File: src/gsrc_pkg.sv
// ----------------------------------------------------------------------------
// gsrc_pkg
// Types, constants and the CRC-32C byte step for the guard sector checker.
// ----------------------------------------------------------------------------
`default_nettype none
package gsrc_pkg;

    localparam logic [31:0] CRC_POLY        = 32'h82F6_3B78;
    localparam logic [31:0] CRC_SEED        = 32'hFFFF_FFFF;
    localparam logic [31:0] HDR_MAGIC       = 32'h4D58_4C4B;
    localparam logic [31:0] HDR_FLAG_GUARD  = 32'h0000_0003;
    localparam logic [31:0] DESC_MAGIC      = 32'h5643_524D;
    localparam logic [31:0] OC_MAGIC_WORD   = 32'h4F43_5652;
    localparam logic [15:0] OC_VERSION_WORD = 16'h0001;
    localparam logic [15:0] DESC_VER_RESET  = 16'd3;
    localparam logic [8:0]  LAST_POS        = 9'd511;
    localparam logic [8:0]  DESC_END_POS    = 9'd155;
    localparam logic [8:0]  OC_END_POS      = 9'd251;

    typedef enum logic [2:0] {
        VD_NO_DESC     = 3'd0,
        VD_BAD_SHAPE   = 3'd1,
        VD_LIVE        = 3'd2,
        VD_RECORD      = 3'd3,
        VD_BAD_OUTCOME = 3'd4,
        VD_NO_OUTCOME  = 3'd5
    } t_verdict;

    typedef struct packed {
        logic        desc_found;
        logic        desc_crc_ok;
        logic        desc_version_ok;
        logic        quarantined;
        logic        outcome_present;
        logic        outcome_valid;
        logic [31:0] sector_crc;
    } t_summary;

    // reflected CRC-32C, one byte
    function automatic logic [31:0] crc_byte(input logic [31:0] c, input logic [7:0] b);
        logic [31:0] r;
        r = c ^ {24'd0, b};
        for (int k = 0; k < 8; k++) begin
            r = r[0] ? ((r >> 1) ^ CRC_POLY) : (r >> 1);
        end
        return r;
    endfunction

endpackage
`default_nettype wire

File: src/gsrc_front.sv
// ----------------------------------------------------------------------------
// gsrc_front
// Byte intake: position tracking, CRC runs, field capture, identity fold.
// ----------------------------------------------------------------------------
`default_nettype none
module gsrc_front (
    input  wire                  i_clk,
    input  wire                  i_rst_n,
    input  wire                  i_cfg_we,
    input  wire  [15:0]          i_cfg_data,
    input  wire                  i_valid,
    input  wire  [7:0]           i_data_byte,
    input  wire                  i_start_of_sector,
    output logic                 o_ready,
    input  wire                  i_q_ready,
    output logic                 o_q_valid,
    output gsrc_pkg::t_summary   o_q_data
);

    logic [15:0]  r_exp_ver;
    logic [8:0]   r_pos;
    logic [31:0]  r_sec, r_desc, r_oc;
    logic         r_nz;
    logic [31:0]  r_hmagic, r_hflags, r_dmagic, r_vers, r_dcrc, r_omagic, r_ocrc;
    logic         r_quar;
    logic [127:0] r_id;
    logic [31:0]  r_desc_fin, r_oc_fin;
    logic         r_fold_busy, r_fold_sel;
    logic [3:0]   r_fold_cnt;
    logic [31:0]  r_fold_crc;

    logic         acc;
    logic [8:0]   p;
    logic         first;
    logic [31:0]  n_sec, n_desc, n_oc;
    logic         n_nz;
    logic [3:0]   id_idx;
    logic [1:0]   lane;
    logic         dpres;

    assign o_ready = i_q_ready;
    assign acc     = i_valid && o_ready;
    assign p       = i_start_of_sector ? 9'd0 : r_pos;
    assign first   = (p == 9'd0);
    assign lane    = p[1:0];
    assign id_idx  = (p < 9'd16) ? {1'b0, ~p[2], p[1:0]} : {1'b1, p[2], p[1:0]};

    always_comb begin
        n_sec  = gsrc_pkg::crc_byte(first ? gsrc_pkg::CRC_SEED : r_sec, i_data_byte);
        n_desc = first ? gsrc_pkg::CRC_SEED : r_desc;
        n_oc   = first ? gsrc_pkg::CRC_SEED : r_oc;
        n_nz   = first ? 1'b0 : r_nz;
        if (p >= 9'd40 && p <= 9'd155) begin
            n_desc = gsrc_pkg::crc_byte(n_desc, i_data_byte);
        end
        if (p >= 9'd160 && p <= 9'd251) begin
            n_oc = gsrc_pkg::crc_byte(n_oc, i_data_byte);
        end
        if (p >= 9'd160 && p <= 9'd255 && i_data_byte != 8'd0) begin
            n_nz = 1'b1;
        end
    end

    assign dpres = (r_hmagic == gsrc_pkg::HDR_MAGIC) && (r_hflags == gsrc_pkg::HDR_FLAG_GUARD)
                && (r_dmagic == gsrc_pkg::DESC_MAGIC);

    assign o_q_valid = acc && (p == gsrc_pkg::LAST_POS);
    always_comb begin
        o_q_data.desc_found      = dpres;
        o_q_data.desc_crc_ok     = dpres && (r_dcrc == r_desc_fin);
        o_q_data.desc_version_ok = (r_vers[15:0] == r_exp_ver);
        o_q_data.quarantined     = r_quar;
        o_q_data.outcome_present = r_nz;
        o_q_data.outcome_valid   = dpres && (r_omagic == gsrc_pkg::OC_MAGIC_WORD)
                                && (r_vers[31:16] == gsrc_pkg::OC_VERSION_WORD)
                                && (r_ocrc == r_oc_fin);
        o_q_data.sector_crc      = n_sec;
    end

    // control
    always_ff @(posedge i_clk) begin
        if (!i_rst_n) begin
            r_exp_ver   <= gsrc_pkg::DESC_VER_RESET;
            r_pos       <= 9'd0;
            r_fold_busy <= 1'b0;
        end else begin
            if (i_cfg_we) begin
                r_exp_ver <= i_cfg_data;
            end
            if (acc) begin
                r_pos <= (p == gsrc_pkg::LAST_POS) ? 9'd0 : p + 9'd1;
            end
            if (acc && (p == gsrc_pkg::DESC_END_POS || p == gsrc_pkg::OC_END_POS)) begin
                r_fold_busy <= 1'b1;
            end else if (r_fold_busy && r_fold_cnt == 4'd15) begin
                r_fold_busy <= 1'b0;
            end
        end
    end

    // datapath
    always_ff @(posedge i_clk) begin
        if (acc) begin
            r_sec  <= n_sec;
            r_desc <= n_desc;
            r_oc   <= n_oc;
            r_nz   <= n_nz;
            case (p) inside
                [9'd0:9'd3]:     r_hmagic[lane*8 +: 8] <= i_data_byte;
                [9'd4:9'd7]:     r_hflags[lane*8 +: 8] <= i_data_byte;
                [9'd8:9'd15],
                [9'd24:9'd31]:   r_id[id_idx*8 +: 8]   <= i_data_byte;
                [9'd40:9'd43]:   r_dmagic[lane*8 +: 8] <= i_data_byte;
                [9'd44:9'd45]:   r_vers[lane*8 +: 8]   <= i_data_byte;
                9'd92:           r_quar                <= i_data_byte[0];
                [9'd156:9'd159]: r_dcrc[lane*8 +: 8]   <= i_data_byte;
                [9'd160:9'd163]: r_omagic[lane*8 +: 8] <= i_data_byte;
                // outcome version lands in the upper half of the version word
                9'd164:          r_vers[23:16]         <= i_data_byte;
                9'd165:          r_vers[31:24]         <= i_data_byte;
                [9'd252:9'd255]: r_ocrc[lane*8 +: 8]   <= i_data_byte;
                default: ;
            endcase
        end
        // side engine: one identity byte a cycle, all 16 identity bytes
        if (acc && (p == gsrc_pkg::DESC_END_POS || p == gsrc_pkg::OC_END_POS)) begin
            r_fold_sel <= (p == gsrc_pkg::OC_END_POS);
            r_fold_cnt <= 4'd0;
            r_fold_crc <= (p == gsrc_pkg::OC_END_POS) ? n_oc : n_desc;
        end else if (r_fold_busy) begin
            r_fold_cnt <= r_fold_cnt + 4'd1;
            r_fold_crc <= gsrc_pkg::crc_byte(r_fold_crc, r_id[r_fold_cnt*8 +: 8]);
            if (r_fold_cnt == 4'd15) begin
                if (r_fold_sel) begin
                    r_oc_fin <= gsrc_pkg::crc_byte(r_fold_crc, r_id[r_fold_cnt*8 +: 8]);
                end else begin
                    r_desc_fin <= gsrc_pkg::crc_byte(r_fold_crc, r_id[r_fold_cnt*8 +: 8]);
                end
            end
        end
    end

endmodule
`default_nettype wire

File: config.mk
export PLATFORM = sky130hd
export DESIGN_NAME = gsrc_front
export DESIGN_NICKNAME = d
export VERILOG_FILES = /design/src/gsrc_pkg.sv /design/src/gsrc_front.sv
export SDC_FILE = /design/constraint.sdc
export NUM_CORES = 1
export LEC_CHECK = 0
export BUFFER_PORTS_ARGS = -buffer_cell sky130_fd_sc_hd__buf_2
export CORE_ASPECT_RATIO = 1.1
export CORE_MARGIN = 2
export CORE_UTILIZATION = 45
export CTS_BUF_LIST = sky130_fd_sc_hd__clkbuf_16
export CTS_CLUSTER_SIZE = 10
export DETAILED_ROUTE_END_ITERATION = 8
export PLACE_DENSITY = 0.58
export SYNTH_ARGS = -nofsm -noshare
export SYNTH_HDL_FRONTEND = slang
export SYNTH_SLANG_ARGS = --single-unit
File: constraint.sdc
create_clock -name i_clk -period 7.3 [get_ports i_clk]
set_input_delay 1.46 -clock i_clk [delete_from_list [all_inputs] [get_ports i_clk]]
set_output_delay 1.46 -clock i_clk [all_outputs]
set_load 0.005 [all_outputs]
==> results.py, run 1 <==
metrics = {
    "yosys": {
        "mappedNetlistArea_mm2": 0.02855,
        "synth_ff_type": "edfxtp_1",
        "synthCells": 2195,
        "synth.most_common_cell": "edfxtp_1",
        "syn_area_per_cell_um2": 13.01,
        "ys_seq_elements": 577,
        "ys_types": 83,
        "yosysWarnings": 0,
        "synth_commonest_cells": "edfxtp_1, nor2_1, xnor2_1",
        "seq_area_frac_synth_pct": 59.64,
        "synth_edf_count": 547,
        "synth_top_area_cell": "edfxtp_1",
        "synthArstFlopShare_pct": 0,
        "syn-num-nets": 2237,
        "synthTopCellsByArea": "edfxtp_1, xnor2_1, nor2_1, xor2_1, mux4_2",
        "netlist.area_leader.share_pct": 57.54,
    },
    "timing": {
        "period_minus_slack_ns": 6.538,
        "final.period_utilization_pct": 89.57,
        "rsz0062_at_grt": "false",
        "final.setup.tns_ns": 0,
        "timing.fmax_ghz": 0.1529,
        "hold_viol": 0,
        "finClkSkew_ns": 0.02321,
        "max_slew_margin_pct": 20.27,
        "drv_slew": 0,
        "worst_slew_pin_slew_ns": 1.192,
        "setup_viol": 0,
        "finalWorstSetupSlack_ns": 0.7617,
    },
    "cts": {
        "path_clk_slew_ns": 0.05,
        "clkLatencyLatePin_ns": 0.62,
        "cts_tree": "done",
        "cts_sinks": 577,
        "cts.path.max_buffers": 3,
        "ctsHoldBuffers": 0,
        "post_cts_buffers": 0,
        "cts-root-buf": "clkbuf_16",
        "cts_buffers": 69,
        "htreeDepth": 3,
        "post_cts_resized": 0,
    },
    "hold_path": {
        "worstHoldPathCells": 2,
        "hp-class": "flop to flop",
    },
    "critical_path": {
        "worstPathMaxFanout": 21,
        "cp_data_required_time_ns": 5.84,
        "worstPathArrival_ns": 5.08,
        "start_kind": "input pin",
        "cp-end-kind": "primary output",
        "critical_path_class": "input pin to primary output",
        "ff2ff_path_depth": 8,
    },
    "die": {
        "num_rows": 96,
        "die_area_mm2": 0.06547,
        "core_mm2": 0.06258,
        "pin_count": 70,
        "fp.dieW_um": 244.2,
        "die_y_um": 268.2,
        "start_util_pct": 45.62,
    },
    "grt": {
        "use_met1_pct": 32.03,
        "grt_use_met2_pct": 45.30,
        "grt_pass1_wl_mm": 122.0,
        "grt_usage_pct": 25.75,
        "grt-ovfl-total": 0,
        "grt_busiest_layer": "met2",
        "grt_max_degree": 58,
        "grt_use_met3_pct": 3.885,
        "grt_pass1_vias": 17800,
        "antenna_found_initial": 4,
    },
    "drt": {
        "first_pass_iters": 5,
        "vias": 17880,
        "wl_per_cell_um": 26.98,
        "post_drt_via_cell_ratio": 5.764,
        "ant_nets": 0,
        "drc": 0,
        "drt_wl_total_mm": 83.70,
        "drtIter0Drc": 1698,
    },
    "layout": {
        "regMostFlops": "r_id",
        "largest_reg_flops": 128,
        "final_util_pct": 50.54,
        "final_nets": 2274,
        "finalNonFillerCells": 3102,
        "area_growth_pct": 10.80,
        "drive_gt1_share_pct": 11.25,
    },
    "power_and_ir_drop": {
        "p_sw_share_pct": 27.64,
        "clkPwrFrac_pct": 36.5,
        "power_mw": 8.511,
        "switchingPower_mw": 2.353,
        "powerDensity_mw_per_mm2": 269.1,
        "power_frac_seq_pct": 44.9,
        "leakagePower_nw": 10.62,
        "peakVddDrop_v": 0.0002067,
        "comb_power_share_pct": 18.6,
        "p_int_mw": 6.158,
    },
    "placement": {
        "routabilityCongestion": 0.9010,
        "place_ws_ns": 0.6982,
        "dp.cells": 2994,
        "port_buffers": 69,
        "dp_hpwl_mm": 59.66,
    },
    "run_status": {
        "outcome": "completed",
    },
    "flow_run": {
        "drv_cap": 0,
    },
}
[cells in the final DEF, fill, tap and decap left out, drive strengths merged, types with 9 or more instances in the layout]
cell type and instances:
xor3 10, clkbuf 71, or3 11, nand2 101
a21oi 68, nor3 46, nand3 20, nor2 307
xnor2 298, nor4b 14, nor2b 32, buf 102
xnor3 22, xor2 117, mux4 33, a211oi 25
o31ai 11, nand2b 18, edfxtp 547, nor4 31
o21ai 37, dfxtp 30, mux2i 46, nand4 29
ha 12, and3 18, or2 10, and2 38
o211ai 9, inv 46
[path summary, 6_finish.rpt]
path	startpoint	endpoint	slack (ns)
max reg2reg	r_fold_cnt[1]$_SDFFE_PP0P_	r_fold_crc[11]$_DFFE_PP_	2.19
min	r_exp_ver[0]$_SDFFE_PN1P_	r_exp_ver[0]$_SDFFE_PN1P_	0.50
min reg2reg	r_exp_ver[0]$_SDFFE_PN1P_	r_exp_ver[0]$_SDFFE_PN1P_	0.50
max	i_start_of_sector	o_q_data[3]	0.76
[cells by family after synthesis]
kind of cell    Yosys count  share of synthesized area, %
buf+inv                 154                         2.354
xor+xnor                447                         16.01
compound gates          225                         5.264
flops                   577                         59.64
mux                      81                         4.374
fa+ha+maj                12                        0.5259
simple gates            699                         11.83
[power groups by stage]
stage | registers, mW | clock network [mW] | logic [mW]
after detailed placement | 3.88 | 0 | 1.59
after CTS | 3.82 | 3.14 | 1.59
final | 3.82 | 3.11 | 1.59
after global routing | 3.82 | 3.26 | 1.71
after global placement | 3.88 | 0 | 1.57
after floorplan | 3.85 | 0 | 1.07
[layout make-up]
class	count	area (um2)
Sequential cell	577	17030
Timing Repair Buffer	102	605.6
Multi-Input combinational cell	1464	10890
Antenna cell	2	5.005
Clock inverter	35	207.7
Clock buffer	71	1777
Fill cell	5432	30950
Inverter	18	70.07
Tap cell	833	1042
[routing by layer]
metal | routed length [um] | part of all wire, %
met2 | 42620 | 51
met3 | 4791 | 5.7
met4 | 2957 | 3.5
met5 | 13 | 0.016
met1 | 33310 | 40
[worst max-delay path: stages]
cell and delay, ns:
buf_2 0.31, nand2b_1 0.24, ha_1 0.21, nor4b_4 0.24
a21o_4 0.28, nor2_1 0.09, xnor2_1 0.23, xnor2_1 0.81
xor2_1 0.30, xnor2_1 0.52, xnor2_1 0.22, buf_2 0.16
[through the flow]
| step | hold slack (ns) | area (um2) |
|---|---|---|
| finish | 0.5019 | 31630 |
| global route | 0.5487 | 31630 |
| CTS | 0.5099 | 31630 |
| detailed placement | 0.4921 | 29640 |
| global placement | 0.4805 | 29640 |
| floorplan | 0.4638 | 28550 |
No activity file was read; power rests on OpenSTA's default activity.
==> run 2: changes to the inputs <==
Settings changed: RECOVER_POWER set to 50, SETUP_SLACK_MARGIN set to 0.3.
==> run 2 against run 1 <==
The run now ends with capacitance limit, slew limit left; sequential power about the same; power down 0.11%; register-to-register slack worse by 1.3 ns; die area unchanged; global-route usage unchanged; clock power about the same; final cell count about the same; sequential cell count unchanged; worst setup slack worse by 0.27 ns; design area down 0.48%; hold slack better by 0.0010 ns; clock-buffer cell count unchanged; largest cell class unchanged; largest power group unchanged.
==> results.py, run 2 (synthesis gave the netlist of run 1 again) <==
metrics = {
    "power_and_ir_drop": {
        "power_frac_seq_pct": 44.9,
        "p_sw_share_pct": 27.61,
        "switchingPower_mw": 2.347,
        "leakagePower_nw": 10.50,
        "comb_power_share_pct": 18.6,
        "clkPwrFrac_pct": 36.5,
        "powerDensity_mw_per_mm2": 270.1,
        "peakVddDrop_v": 0.0002063,
        "p_int_mw": 6.154,
    },
    "cts": {
        "cts_sinks": 577,
        "ctsHoldBuffers": 0,
        "cts-root-buf": "clkbuf_16",
        "cts_tree": "done",
        "post_cts_buffers": 0,
        "htreeDepth": 3,
        "clkLatencyLatePin_ns": 0.62,
        "post_cts_resized": 0,
        "path_clk_slew_ns": 0.05,
        "cts_buffers": 69,
        "cts.path.max_buffers": 3,
    },
    "critical_path": {
        "worstPathMaxFanout": 18,
        "rrSetupSlack_ns": 0.86,
        "crit_start": "i_data_byte[0]",
        "critical_path_class": "input pin to primary output",
        "start_kind": "input pin",
        "cp-end-kind": "primary output",
        "cp_data_required_time_ns": 5.84,
        "r2r-end": "r_fold_crc[0]$_DFFE_PP_",
        "worstPathArrival_ns": 5.34,
        "rr_startpoint": "r_fold_cnt[1]$_SDFFE_PP0P_",
        "ff2ff_path_depth": 8,
        "crit_path_end": "o_q_data[3]",
    },
    "timing": {
        "drv_slew": 208,
        "holdWs_ns": 0.5029,
        "worst_slew_pin_slew_ns": 2.520,
        "timing.fmax_ghz": 0.1470,
        "final.period_utilization_pct": 93.21,
        "hold_viol": 0,
        "setup_viol": 0,
        "final.setup.tns_ns": 0,
        "finClkSkew_ns": 0.02307,
        "finalWorstSetupSlack_ns": 0.4955,
        "max_slew_margin_pct": -68.90,
        "rsz0062_at_grt": "false",
        "period_minus_slack_ns": 6.804,
    },
    "layout": {
        "final_common_cell": "edfxtp_1",
        "final_nets": 2274,
        "multi_input_area_mm2": 0.01079,
        "final_util_pct": 50.30,
        "drive_gt1_share_pct": 9.749,
        "area_growth_pct": 10.27,
        "regArea_mm2": 0.01703,
        "fill_cells": 5461,
        "regMostFlops": "r_id",
        "final_cell_mix": "edfxtp_1, nor2_1, xnor2_1",
        "largest_reg_flops": 128,
    },
    "hold_path": {
        "hp-class": "flop to flop",
        "worstHoldPathCells": 2,
        "min-delay-start": "r_exp_ver[0]$_SDFFE_PN1P_",
    },
    "grt": {
        "grt_pass1_vias": 17800,
        "grt_max_degree": 58,
        "grt_usage_pct": 25.75,
        "grt-ovfl-total": 0,
        "grt_pass1_wl_mm": 122.0,
        "antenna_found_initial": 4,
    },
    "drt": {
        "first_pass_iters": 5,
        "drtIter0Drc": 1672,
        "wl_per_cell_um": 27.05,
        "vias": 17860,
        "post_drt_via_cell_ratio": 5.759,
        "drc": 0,
        "drt_wl_total_mm": 83.88,
        "ant_nets": 0,
    },
    "placement": {
        "port_buffers": 69,
        "routabilityCongestion": 0.9010,
        "place_ws_ns": 0.6982,
        "dp_hpwl_mm": 59.66,
    },
    "die": {
        "pin_count": 70,
        "num_rows": 96,
        "die_y_um": 268.2,
        "die_area_mm2": 0.06547,
        "start_util_pct": 45.62,
        "fp.dieW_um": 244.2,
        "core_mm2": 0.06258,
    },
    "run_status": {
        "outcome": "complete, but fails checks",
        "violations": "capacitance limit, slew limit",
    },
    "flow_run": {
        "drv_cap": 6,
    },
}
[run 2: cell types whose count changed in the layout (fill, tap and decap cells not counted), sizes merged]
| cell | previous run | this run |
|---|---|---|
| buf | 102 | 86 |
| clkbuf | 71 | 87 |
| inv | 46 | 45 |
| clkinvlp | 0 | 1 |
| diode | 2 | 1 |
[run 2: how the worst min path moves through the flow]
stage | endpoint | slack [ns]
after floorplan | r_exp_ver[0]$_SDFFE_PN1P_ | 0.46
after global placement | r_exp_ver[0]$_SDFFE_PN1P_ | 0.48
after detailed placement | r_exp_ver[0]$_SDFFE_PN1P_ | 0.49
after CTS | r_exp_ver[0]$_SDFFE_PN1P_ | 0.51
after global routing | r_exp_ver[0]$_SDFFE_PN1P_ | 0.55
final | r_exp_ver[0]$_SDFFE_PN1P_ | 0.50
[run 2: cell type report]
type                    instances  share of cell area, %
diodes                          1               0.007949
clock buffers                  71                  5.644
clock inverters                35                 0.6598
inverters                      18                 0.2186
multi-input cells            1464                  34.27
flip-flops and latches        577                  54.09
well taps                     833                  3.311
repair buffers                102                  1.793
[run 2: power groups by stage]
stage / Sequential, mW / Clock, mW / Combinational [mW]
floorplan: 3.85 / 0 / 1.07
global placement: 3.88 / 0 / 1.57
detailed placement: 3.88 / 0 / 1.59
CTS: 3.82 / 3.14 / 1.59
global route: 3.82 / 3.26 / 1.70
finish: 3.82 / 3.10 / 1.58
[run 2: metrics by stage]
step | cells | cell area, um2 | total power [mW]
after floorplan | 2195 | 28550 | 4.921
after CTS | 3100 | 31630 | 8.550
after global routing | 3101 | 31480 | 8.784
after global placement | 2994 | 29640 | 5.458
after detailed placement | 2994 | 29640 | 5.472
final | 3101 | 31480 | 8.502
[run 2: worst max-delay path: stages]
cell and delay (ns):
clkbuf_1 1.11, xnor2_1 0.50, xnor2_1 0.28, xnor2_1 0.78, xor2_1 0.30, xnor2_1 0.52, xnor2_1 0.22, buf_2 0.16
[run 2: metal layers]
metal / global-route usage (%) / up-vias / wire length [um]
li1: - / 7985 / -
met1: 32.03 / 9035 / 33450
met2: 45.30 / 674 / 42630
met3: 3.885 / 162 / 4765
met4: 10.07 / 2 / 3019
met5: 0 / - / 13
==> run 3: changes to the inputs <==
==> constraint.sdc (replaced) <==
create_clock -name i_clk -period 7.3 [get_ports i_clk]
set_input_delay 1.46 -clock i_clk [delete_from_list [all_inputs] [get_ports i_clk]]
set_output_delay 1.46 -clock i_clk [all_outputs]
set_load 0.01 [all_outputs]
==> run 3 against run 2 <==
The run still ends with capacitance limit, slew limit left; critical path depth unchanged; sequential power hardly changed; final cell count increased by 0.16%; core utilization rose by 0.054 points; clock power about the same; clock skew is 0.0011 ns higher; clock-buffer cell count unchanged; register-to-register slack got worse by 0.19 ns; wire length about the same; combinational power rose by 3%; design area grew 0.11%.
==> results.py, run 3 (synthesis gave the netlist of run 1 again) <==
metrics = {
    "timing": {
        "final.period_utilization_pct": 93.25,
        "rsz0062_at_grt": "false",
        "max_slew_margin_pct": -36.73,
        "finalWorstSetupSlack_ns": 0.4930,
        "final.setup.tns_ns": 0,
        "setup_viol": 0,
        "hold_viol": 0,
        "worst_slew_pin_slew_ns": 2.051,
        "holdWs_ns": 0.4968,
        "drv_slew": 243,
        "timing.fmax_ghz": 0.1469,
        "period_minus_slack_ns": 6.807,
        "finClkSkew_ns": 0.02421,
    },
    "die": {
        "start_util_pct": 45.62,
        "die_y_um": 268.2,
        "core_mm2": 0.06258,
        "die_area_mm2": 0.06547,
        "fp.dieW_um": 244.2,
        "num_rows": 96,
        "pin_count": 70,
    },
    "critical_path": {
        "cp_data_required_time_ns": 5.84,
        "worstPathArrival_ns": 5.35,
        "crit_top_cell": "xnor2_1",
        "worstPathMaxFanout": 18,
        "cp-end-kind": "primary output",
        "critical_path.top_delay_family": "XOR/XNOR gates",
        "critical_path_class": "input pin to primary output",
        "crit_buf_inv": 2,
        "start_kind": "input pin",
        "path_cells": "clkbuf_1 > xnor2_1 > xnor2_1 > xnor2_1 > xor2_1 > xnor2_1 > xnor2_1 > buf_2",
        "r2r-end": "r_fold_crc[0]$_DFFE_PP_",
        "rrSetupSlack_ns": 0.67,
        "slowest_delay_ns": 1.11,
        "slowest_stage": "clkbuf_1",
        "rr_startpoint": "r_fold_cnt[2]$_SDFFE_PP0P_",
        "ff2ff_path_depth": 9,
    },
    "grt": {
        "grt_max_degree": 71,
        "grt_pass1_wl_mm": 122.2,
        "grt_usage_pct": 25.79,
        "antenna_found_initial": 2,
        "grt-ovfl-total": 0,
        "grt_pass1_vias": 17870,
    },
    "power_and_ir_drop": {
        "comb_power_share_pct": 19.0,
        "power_frac_seq_pct": 44.6,
        "p_sw_share_pct": 28.09,
        "switchingPower_mw": 2.407,
        "powerDensity_mw_per_mm2": 271.9,
        "leakagePower_nw": 10.52,
        "peakVddDrop_v": 0.0002750,
        "p_int_mw": 6.161,
        "clkPwrFrac_pct": 36.4,
    },
    "hold_path": {
        "worstHoldPathCells": 2,
        "hp-class": "flop to flop",
        "hold_end": "r_exp_ver[0]$_SDFFE_PN1P_",
        "min-delay-start": "r_exp_ver[0]$_SDFFE_PN1P_",
    },
    "cts": {
        "post_cts_buffers": 0,
        "post_cts_resized": 0,
        "cts_buffers": 69,
        "path_clk_slew_ns": 0.05,
        "cts-root-buf": "clkbuf_16",
        "htreeDepth": 3,
        "cts_sinks": 577,
        "cts_tree": "done",
        "ctsHoldBuffers": 0,
        "cts.path.max_buffers": 3,
        "clkLatencyLatePin_ns": 0.62,
    },
    "run_status": {
        "violations": "capacitance limit, slew limit",
        "outcome": "complete, but fails checks",
    },
    "drt": {
        "vias": 17880,
        "drc": 0,
        "wl_per_cell_um": 27.00,
        "ant_nets": 0,
        "first_pass_iters": 5,
        "post_drt_via_cell_ratio": 5.758,
        "drt_wl_total_mm": 83.88,
        "drtIter0Drc": 1593,
    },
    "layout": {
        "fill_cells": 5443,
        "final_nets": 2277,
        "final_cell_mix": "edfxtp_1, nor2_1, xnor2_1",
        "final_util_pct": 50.36,
        "area_growth_pct": 10.39,
        "drive_gt1_share_pct": 9.859,
        "largest_reg_flops": 128,
        "final_common_cell": "edfxtp_1",
        "regMostFlops": "r_id",
    },
    "placement": {
        "port_buffers": 69,
        "place_ws_ns": 0.6717,
        "dp_hpwl_mm": 59.57,
        "routabilityCongestion": 0.8910,
    },
    "flow_run": {
        "drv_cap": 7,
    },
}
==> run 3: cell types whose count changed in the layout (fill, tap and decap cells not counted) <==
cell	delta
clkinv_1	-1
xnor2_1	-1
xnor2_2	+1
buf_4	+1
inv_1	+2
clkinvlp_4	+1
clkbuf_1	+2
==> run 3: worst max-delay path by stage <==
| stage | start | endpoint | cells after the start |
|---|---|---|---|
| after detailed placement | i_start_of_sector | o_q_data[3] | 12 |
| after CTS | i_start_of_sector | o_q_data[3] | 12 |
| after floorplan | i_start_of_sector | o_q_data[21] | 14 |
| after global routing | i_start_of_sector | o_q_data[3] | 12 |
| final | i_data_byte[0] | o_q_data[3] | 8 |
| after global placement | i_start_of_sector | o_q_data[3] | 12 |
==> run 3: stage by stage <==
| stage | cell area, um2 | std cells | power [mW] |
|---|---|---|---|
| final | 31510 | 3106 | 8.567 |
| after global routing | 31510 | 3106 | 8.865 |
| after CTS | 31660 | 3105 | 8.615 |
| after detailed placement | 29660 | 2997 | 5.522 |
| after global placement | 29660 | 2997 | 5.511 |
| after floorplan | 28550 | 2195 | 4.974 |
==> run 3: tightest hold or removal path, cell delays in order, from the launching register on <==
cell and delay, ns:
dfxtp_1 0.34, mux2i_1 0.07, nand2_1 0.06
==> run 3: power groups by stage <==
stage	combinational (mW)	sequential (mW)	clock, mW
4_1_cts	1.64	3.82	3.15
5_1_grt	1.76	3.82	3.29
3_5_place_dp	1.64	3.89	0
2_1_floorplan	1.12	3.85	0
3_3_place_gp	1.63	3.88	0
6_report	1.63	3.82	3.12
==> run 3: layout make-up <==
cell class	count	area (um2)	area share, %
Sequential cell	577	17030	54.03
Antenna cell	1	2.502	0.007941
Clock buffer	71	1777	5.638
Tap cell	833	1042	3.307
Clock inverter	37	219.0	0.6948
Multi-Input combinational cell	1464	10800	34.26
Inverter	18	68.82	0.2184
Timing Repair Buffer	105	579.3	1.838
==> run 3: routing by layer <==
layer / GRT usage (%) / part of all wire [%] / up-vias
met1: 31.99 / 40 / 8988
met2: 44.53 / 50 / 723
met4: 11.83 / 4.5 / 2
met5: 0 / 0.014 / -
li1: - / - / 8000
met3: 4.045 / 5.9 / 171
